## config.mk

```make
export PLATFORM = sky130hd
export DESIGN_NAME = random_access_set_engine
export DESIGN_NICKNAME = d
export VERILOG_FILES = /design/src/sv/rase_pkg.sv /design/src/sv/random_access_set_engine.sv /design/src/sv/rase_slot_ram.sv /design/src/sv/rase_mod_unit.sv
export SDC_FILE = /design/constraint.sdc
export NUM_CORES = 2
export LEC_CHECK = 0
export BUFFER_PORTS_ARGS = -buffer_cell sky130_fd_sc_hd__buf_2
export CORE_MARGIN = 10
export CORE_UTILIZATION = 56
export DETAILED_ROUTE_END_ITERATION = 10
export GPL_ROUTABILITY_DRIVEN = 0
export PLACE_DENSITY = 0.82
export SYNTH_ARGS = -nofsm -noshare
export SYNTH_HDL_FRONTEND = slang
export SYNTH_HIERARCHICAL = 1
export SYNTH_SLANG_ARGS = --single-unit
```

## constraint.sdc

```tcl
create_clock -name clk -period 6.2 [get_ports clk]
set_clock_uncertainty 0.15 [all_clocks]
set_input_delay 0.62 -clock clk [delete_from_list [all_inputs] [get_ports clk]]
set_output_delay 0.62 -clock clk [all_outputs]
set_load 0.05 [all_outputs]
```

## src/sv/rase_pkg.sv

```systemverilog
// ----------------------------------------------------------------------------
// rase_pkg
// shared constants and types of the random access set engine
// ----------------------------------------------------------------------------
package rase_pkg;

  localparam int CAPACITY  = 64;
  localparam int KEY_WIDTH = 32;
  localparam int IDX_W     = $clog2(CAPACITY);
  localparam int CNT_W     = IDX_W + 1;
  localparam int RND_W     = 32;
  localparam int RND_CNT_W = $clog2(RND_W);

  localparam logic [1:0] OP_INSERT = 2'd0;
  localparam logic [1:0] OP_REMOVE = 2'd1;
  localparam logic [1:0] OP_EXISTS = 2'd2;
  localparam logic [1:0] OP_GET    = 2'd3;

  localparam logic [1:0] ST_OK    = 2'd0;
  localparam logic [1:0] ST_DUP   = 2'd1;
  localparam logic [1:0] ST_EMPTY = 2'd2;
  localparam logic [1:0] ST_FULL  = 2'd3;

  // one access bundle for the slot memory
  typedef struct packed {
    logic                 we;
    logic [IDX_W-1:0]     waddr;
    logic [KEY_WIDTH-1:0] wdata;
    logic                 re;
    logic [IDX_W-1:0]     raddr;
  } ram_req_t;

endpackage

```

## src/sv/random_access_set_engine.sv

```systemverilog
// ----------------------------------------------------------------------------
// random_access_set_engine
// set of distinct keys in a dense slot memory with swap remove
// ----------------------------------------------------------------------------
//
//  channel   ports                                  direction
//  in        in_valid in_stall in_op in_key         request in
//            in_random_value
//  out       out_valid out_stall out_status         request out
//            out_found out_element_out out_count
//
//  a request is taken only in idle, the next only after the result is handed off
//  insert, remove, exists: result set by the linear key search with one slot memory
//    read per cycle
//  get random: result set by the 32-step remainder unit, skipped on an empty set
//  reset (rst_n low, synchronous) empties the set, slots need no clearing
//  out_stall only holds the final hand-off; the next request is taken meanwhile
//
module random_access_set_engine
  import rase_pkg::*;
(
  input  logic                 clk,
  input  logic                 rst_n,
  // request channel
  input  logic                 in_valid,
  output logic                 in_stall,
  input  logic [1:0]           in_op,
  input  logic [31:0]          in_key,
  input  logic [RND_W-1:0]     in_random_value,
  // result channel
  output logic                 out_valid,
  input  logic                 out_stall,
  output logic [1:0]           out_status,
  output logic                 out_found,
  output logic [31:0]          out_element_out,
  output logic [CNT_W-1:0]     out_count
);

  typedef enum logic [7:0] {
    S_IDLE    = 8'b0000_0001,
    S_SEARCH  = 8'b0000_0010,
    S_RD_LAST = 8'b0000_0100,
    S_MOVE    = 8'b0000_1000,
    S_DIV     = 8'b0001_0000,
    S_RD_ELEM = 8'b0010_0000,
    S_ELEM    = 8'b0100_0000,
    S_FINISH  = 8'b1000_0000
  } state_t;

  state_t state_r, state_nxt;

  // request held for the whole operation
  logic [1:0]           op_r;
  logic [KEY_WIDTH-1:0] key_r;

  // occupancy, the only reset state besides control
  logic [CNT_W-1:0]     count_r;

  // search pipeline: issue address, compare the registered read in the next cycle
  logic [CNT_W-1:0]     issue_cnt_r;
  logic                 pend_r;
  logic [IDX_W-1:0]     pend_idx_r;
  logic [IDX_W-1:0]     pos_r;

  // pending result
  logic [1:0]           res_status_r;
  logic                 res_found_r;
  logic [31:0]          res_elem_r;

  // output register
  logic                 out_valid_r;
  logic [1:0]           out_status_r;
  logic                 out_found_r;
  logic [31:0]          out_elem_r;
  logic [CNT_W-1:0]     out_count_r;

  ram_req_t             ram_req;
  logic [KEY_WIDTH-1:0] rd_data;

  logic                 div_start;
  logic                 div_done;
  logic [IDX_W-1:0]     div_rem;

  logic                 accept;
  logic                 hit;
  logic                 miss;
  logic                 full;
  logic                 out_free;
  logic [CNT_W-1:0]     last;

  assign accept   = in_valid && !in_stall;
  assign in_stall = (state_r != S_IDLE);
  assign out_free = !out_valid_r || !out_stall;

  assign hit  = (state_r == S_SEARCH) && pend_r && (rd_data == key_r);
  assign miss = (state_r == S_SEARCH) && !pend_r && (issue_cnt_r == count_r);
  assign full = (count_r == CNT_W'(CAPACITY));
  assign last = count_r - 1'b1;

  // remainder only for a non-empty set
  assign div_start = accept && (in_op == OP_GET) && (count_r != '0);

  rase_slot_ram u_ram (
    .clk     (clk),
    .req     (ram_req),
    .rd_data (rd_data)
  );

  rase_mod_unit u_mod (
    .clk       (clk),
    .rst_n     (rst_n),
    .start     (div_start),
    .dividend  (in_random_value),
    .divisor   (count_r),
    .done      (div_done),
    .remainder (div_rem)
  );

  // slot memory accesses per state
  always_comb begin
    ram_req = '0;
    case (state_r)
      S_SEARCH: begin
        ram_req.re    = (issue_cnt_r < count_r);
        ram_req.raddr = issue_cnt_r[IDX_W-1:0];
        // append on a miss when there is room
        if (miss && (op_r == OP_INSERT) && !full) begin
          ram_req.we    = 1'b1;
          ram_req.waddr = count_r[IDX_W-1:0];
          ram_req.wdata = key_r;
        end
      end
      S_RD_LAST: begin
        // count already shrunk, so it points at the old last slot
        ram_req.re    = 1'b1;
        ram_req.raddr = count_r[IDX_W-1:0];
      end
      S_MOVE: begin
        // last element fills the hole
        ram_req.we    = 1'b1;
        ram_req.waddr = pos_r;
        ram_req.wdata = rd_data;
      end
      S_RD_ELEM: begin
        ram_req.re    = 1'b1;
        ram_req.raddr = div_rem;
      end
      default: begin
        ram_req = '0;
      end
    endcase
  end

  // next state
  always_comb begin
    state_nxt = state_r;
    case (state_r)
      S_IDLE: begin
        if (accept) begin
          if (in_op != OP_GET) begin
            state_nxt = S_SEARCH;
          end else if (count_r == '0) begin
            state_nxt = S_FINISH;
          end else begin
            state_nxt = S_DIV;
          end
        end
      end
      S_SEARCH: begin
        if (hit) begin
          // removing a slot other than the last needs a move
          if ((op_r == OP_REMOVE) && (pend_idx_r != last[IDX_W-1:0])) begin
            state_nxt = S_RD_LAST;
          end else begin
            state_nxt = S_FINISH;
          end
        end else if (miss) begin
          state_nxt = S_FINISH;
        end
      end
      S_RD_LAST: state_nxt = S_MOVE;
      S_MOVE:    state_nxt = S_FINISH;
      S_DIV: begin
        if (div_done) begin
          state_nxt = S_RD_ELEM;
        end
      end
      S_RD_ELEM: state_nxt = S_ELEM;
      S_ELEM:    state_nxt = S_FINISH;
      S_FINISH: begin
        if (out_free) begin
          state_nxt = S_IDLE;
        end
      end
      default: state_nxt = S_IDLE;
    endcase
  end

  // control and occupancy
  always_ff @(posedge clk) begin
    if (!rst_n) begin
      state_r     <= S_IDLE;
      count_r     <= '0;
      pend_r      <= 1'b0;
      out_valid_r <= 1'b0;
    end else begin
      state_r <= state_nxt;

      if (accept) begin
        pend_r <= 1'b0;
      end else if (state_r == S_SEARCH) begin
        pend_r <= (issue_cnt_r < count_r);
      end

      if ((state_r == S_SEARCH) && !hit && miss && (op_r == OP_INSERT) && !full) begin
        count_r <= count_r + 1'b1;
      end else if (hit && (op_r == OP_REMOVE)) begin
        count_r <= last;
      end

      if ((state_r == S_FINISH) && out_free) begin
        out_valid_r <= 1'b1;
      end else if (!out_stall) begin
        out_valid_r <= 1'b0;
      end
    end
  end

  // request, search and result payload
  always_ff @(posedge clk) begin
    if (accept) begin
      op_r         <= in_op;
      key_r        <= in_key[KEY_WIDTH-1:0];
      issue_cnt_r  <= '0;
      res_found_r  <= 1'b0;
      res_elem_r   <= '0;
      res_status_r <= ((in_op == OP_GET) && (count_r == '0)) ? ST_EMPTY : ST_OK;
    end

    if (state_r == S_SEARCH) begin
      if (issue_cnt_r < count_r) begin
        issue_cnt_r <= issue_cnt_r + 1'b1;
      end
      pend_idx_r <= issue_cnt_r[IDX_W-1:0];
      if (hit) begin
        pos_r       <= pend_idx_r;
        res_found_r <= 1'b1;
        if (op_r == OP_INSERT) begin
          res_status_r <= ST_DUP;
        end
      end else if (miss && (op_r == OP_INSERT) && full) begin
        res_status_r <= ST_FULL;
      end
    end

    if (state_r == S_ELEM) begin
      res_elem_r <= rd_data;
    end

    if ((state_r == S_FINISH) && out_free) begin
      out_status_r <= res_status_r;
      out_found_r  <= res_found_r;
      out_elem_r   <= res_elem_r;
      out_count_r  <= count_r;
    end
  end

  assign out_valid       = out_valid_r;
  assign out_status      = out_status_r;
  assign out_found       = out_found_r;
  assign out_element_out = out_elem_r;
  assign out_count       = out_count_r;

endmodule

```

## src/sv/rase_slot_ram.sv

```systemverilog
// ----------------------------------------------------------------------------
// rase_slot_ram
// slot storage, one write and one registered read port
// ----------------------------------------------------------------------------
module rase_slot_ram
  import rase_pkg::*;
(
  input  logic                 clk,
  input  ram_req_t             req,
  output logic [KEY_WIDTH-1:0] rd_data
);

  logic [KEY_WIDTH-1:0] mem [CAPACITY];

  always_ff @(posedge clk) begin
    if (req.we) begin
      mem[req.waddr] <= req.wdata;
    end
  end

  always_ff @(posedge clk) begin
    if (req.re) begin
      rd_data <= mem[req.raddr];
    end
  end

endmodule

```

## src/sv/rase_mod_unit.sv

```systemverilog
// ----------------------------------------------------------------------------
// rase_mod_unit
// restoring remainder, one dividend bit per cycle
// ----------------------------------------------------------------------------
module rase_mod_unit
  import rase_pkg::*;
(
  input  logic             clk,
  input  logic             rst_n,
  input  logic             start,
  input  logic [RND_W-1:0] dividend,
  input  logic [CNT_W-1:0] divisor,
  output logic             done,
  output logic [IDX_W-1:0] remainder
);

  logic                 busy_r;
  logic                 done_r;
  logic [RND_CNT_W-1:0] bit_cnt_r;
  logic [RND_W-1:0]     dvd_r;
  logic [CNT_W-1:0]     dvs_r;
  logic [IDX_W-1:0]     rem_r;
  logic [CNT_W-1:0]     trial;
  logic [CNT_W-1:0]     diff;
  logic [IDX_W-1:0]     rem_nxt;

  // remainder stays below the divisor, so it fits the index width
  assign trial   = {rem_r, dvd_r[RND_W-1]};
  assign diff    = trial - dvs_r;
  assign rem_nxt = (trial >= dvs_r) ? diff[IDX_W-1:0] : trial[IDX_W-1:0];

  always_ff @(posedge clk) begin
    if (!rst_n) begin
      busy_r <= 1'b0;
      done_r <= 1'b0;
    end else begin
      done_r <= 1'b0;
      if (start) begin
        busy_r    <= 1'b1;
        bit_cnt_r <= '0;
        dvd_r     <= dividend;
        dvs_r     <= divisor;
        rem_r     <= '0;
      end else if (busy_r) begin
        rem_r     <= rem_nxt;
        dvd_r     <= {dvd_r[RND_W-2:0], 1'b0};
        bit_cnt_r <= bit_cnt_r + 1'b1;
        if (bit_cnt_r == RND_CNT_W'(RND_W - 1)) begin
          busy_r <= 1'b0;
          done_r <= 1'b1;
        end
      end
    end
  end

  assign done      = done_r;
  assign remainder = rem_r;

endmodule

```

==> results.cfg <==
[outcome]
outcome = finished, final reports clean

[global_route]
grt-ovfl-total = 0
grt_pass1_vias = 47000
grt_pass1_wl_mm = 349
use_met3 = 0.0886
antenna_found_initial = 16
grt_max_degree = 69
use_met2 = 0.448
track_usage = 0.281
busiest_layer = met2
met1_usage = 0.338

[timing]
final_max_slew_viol_count = 0
hold_viol_final = 0
max_freq_mhz = 187
max-slew-margin-rel = 0.0375
finalSetupViolCount = 0
grt_setup_unrepaired = false
tns_ns = 0
min_period_over_period = 0.861
timing.hold.ws_ns = 0.0486
worstMarginPinSlew_ns = 1.44
fin_crit_ns = 5.34

[logic_synthesis]
synth_nets = 4085
synth-simple-area-share = 0.0255
async_reset_ff_frac = 0
synth.avg_cell_area_um2 = 22.0
synth_seq_cells = 2279
synth_top_family_by_area = multiplexers
synth_top_area_cell = edfxtp_1
yosys-top-cells-area = edfxtp_1 (77%), mux4_2 (14%), mux2i_1 (1.2%)
synth_ff_type = edfxtp_1
synth_compound_area_frac = 0.0239
synthCells = 3994
synth_edf_count = 2250
yosysSeqAreaShare = 0.775
synth_xor_area_frac = 0.00418
synth.top_cell.area_share = 0.769
synth_fa_ha_area_frac = 0.00307
synthMuxAreaShare = 0.155
yosys.cell_types.count = 78
yosysWarnings = 6
synth_area_um2 = 87900

[cts]
cts_tree = done
clk_pin_slew_ns = 0.07
cts_hold_buf = 69
clockRootBuffer = clkbuf_16
cts_buffers = 204
clockBufferDepth = 3
worstSkewPairLatency_ns = 0.86
clkSinkCount = 2279
cts_resized = 0
cts_setup_buffers = 0
htreeDepth = 4

[worst_setup_path]
critical_path_class = reg -> reg
cp.required_ns = 6.60
crit_arrival_ns = 5.73
cp_max_fo = 25
cp-start-kind = flip-flop
crit_path_end_kind = flip-flop

[power_and_ir_drop]
power_frac_seq = 0.562
switching_share = 0.201
power.switching_mw = 6.06
power_density_nw_per_um2 = 304
power.leakage_nw = 26.8
clockPowerShare = 0.420
comb_power_share = 0.018
p_int_mw = 24.2
vdd_ir_drop_max_uv = 351

[drt]
drt_pass1_iterations = 7
routed_via_density = 7.03
drc_errors = 0
final_antenna_net_count = 0
routed_wl_mm = 245
avgRoutedWirePerCell_um = 37.1
drtIter0Drc = 7523
vias = 46400

[floorplanning]
core_area_um2 = 156000
die_w_um = 416
start_util = 0.563
fp-row-count = 145
io_pins = 114
die_area_um2 = 173000
die_h_um = 416

[place]
port_buffers = 113
dp_hpwl_mm = 137

[finish]
num-nets-final = 4454
syn_to_final_growth_pct = 13.3
drive_gt1_frac = 0.285

[run]
cap_violations = 0

[min_path]
hp-class = in -> reg
[path summary, 6_finish.rpt]
path / slack (ns) / cells past startpoint / startpoint / endpoint
worst min register to register: 0.27 / 0 / res_elem_r[18]$_SDFFCE_PN0P_ / out_element_out[18]$_DFFE_PP_
worst max-delay path: 0.86 / 12 / state_r[5]$_SDFFE_PN0P_ / u_ram/rd_data[27]$_DFFE_PP_
worst min-delay path: 0.05 / 3 / rst_n / count_r[5]$_SDFFE_PN0P_
worst max register to register: 0.86 / 12 / state_r[5]$_SDFFE_PN0P_ / u_ram/rd_data[27]$_DFFE_PP_
[synthesized netlist by cell type, types with 21 or more instances]
cell / number
o221ai_1: 30
nor3_1: 21
nand2_1: 67
mux2i_1: 103
edfxtp_1: 2250
inv_1: 32
nor2_1: 164
o22ai_1: 85
buf_2: 68
xnor2_1: 24
nor2b_1: 25
and2_1: 33
a21oi_1: 72
buf_4: 25
buf_1: 21
a22o_1: 38
mux4_2: 544
dfxtp_1: 29
mux2_2: 31
clkbuf_1: 86
[layer usage]
layer,share of wire,vias to the layer above
met4,0.074,16
li1,-,17600
met1,0.31,23600
met5,0.00043,-
met2,0.48,4289
met3,0.14,961
[stage by stage]
step | util | power [mW] | worst slack [ns] | instances | instance area, um^2
finish | 0.638 | 30.2 | 0.864 | 6600 | 99600
global route | 0.637 | 30.9 | 0.735 | 6593 | 99600
CTS | 0.637 | 30.2 | 1.08 | 6593 | 99600
detailed placement | 0.591 | 17.8 | 1.12 | 6146 | 92300
global placement | 0.591 | 17.8 | 1.23 | 6146 | 92300
floorplan | - | 17.6 | 0.873 | 3994 | 87900
[layout make-up]
cell class,count,area (um^2)
flip-flops and latches,2279,68100
fillers,9299,56600
multi-input cells,1474,19200
clock buffers,259,5480
repair buffers,372,2920
well taps,2058,2570
clock inverters,119,1120
inverters,32,123
diodes,7,17.5
[power groups by stage]
stage               combinational (mW)  sequential [mW]  clock (mW)
detailed placement               0.489             17.3           0
finish                           0.559             17.0        12.7
global placement                 0.469             17.3           0
floorplan                        0.256             17.3           0
global route                     0.581             17.0        13.3
CTS                              0.535             17.0        12.7
[sequential cells by signal, summed over array words and instances (netlist names), 8 cells and up]
signal / cells
u_ram/mem: 2048
key_r: 32
out_element_out: 32
res_elem_r: 32
u_mod/dvd_r: 32
u_ram/rd_data: 32
state_r: 8
[layout by cell type (no fill, tap or decap), types with 19 or more instances in the layout]
| cell type | count |
|---|---|
| mux4_2 | 544 |
| nor2_4 | 62 |
| edfxtp_1 | 2250 |
| dfxtp_1 | 29 |
| buf_4 | 171 |
| o221ai_1 | 30 |
| clkbuf_1 | 44 |
| mux2_2 | 31 |
| ha_1 | 20 |
| bufinv_16 | 21 |
| dlygate4sd3_1 | 69 |
| nand2_1 | 65 |
| inv_1 | 31 |
| buf_2 | 113 |
| xnor2_1 | 24 |
| buf_12 | 19 |
| and2_1 | 33 |
| clkinv_1 | 47 |
| a22o_2 | 32 |
| a21oi_1 | 71 |
| nor2_1 | 102 |
| mux2i_1 | 103 |
| clkbuf_16 | 209 |
| o22ai_1 | 85 |
| clkinv_2 | 37 |
| nor2b_1 | 25 |
[critical path: stages (launching register included)]
cell	delay, ns
dfxtp_1	0.36
nor4_4	0.43
nand2_2	0.30
inv_1	0.45
nand2_1	0.18
nand2_4	0.48
buf_12	0.33
buf_12	0.25
buf_4	0.23
mux4_2	0.36
mux4_2	0.53
o22ai_1	0.71
nor2_1	0.20
[cells by family after synthesis]
group,after synthesis
buffers and inverters,241
AOI/OAI and AO/OA,300
DFF,2279
and+or+nand+nor,433
muxes,678
xor gates and xnor gates,42
adders and majority gates,21
(Power assumes the default switching activity.)
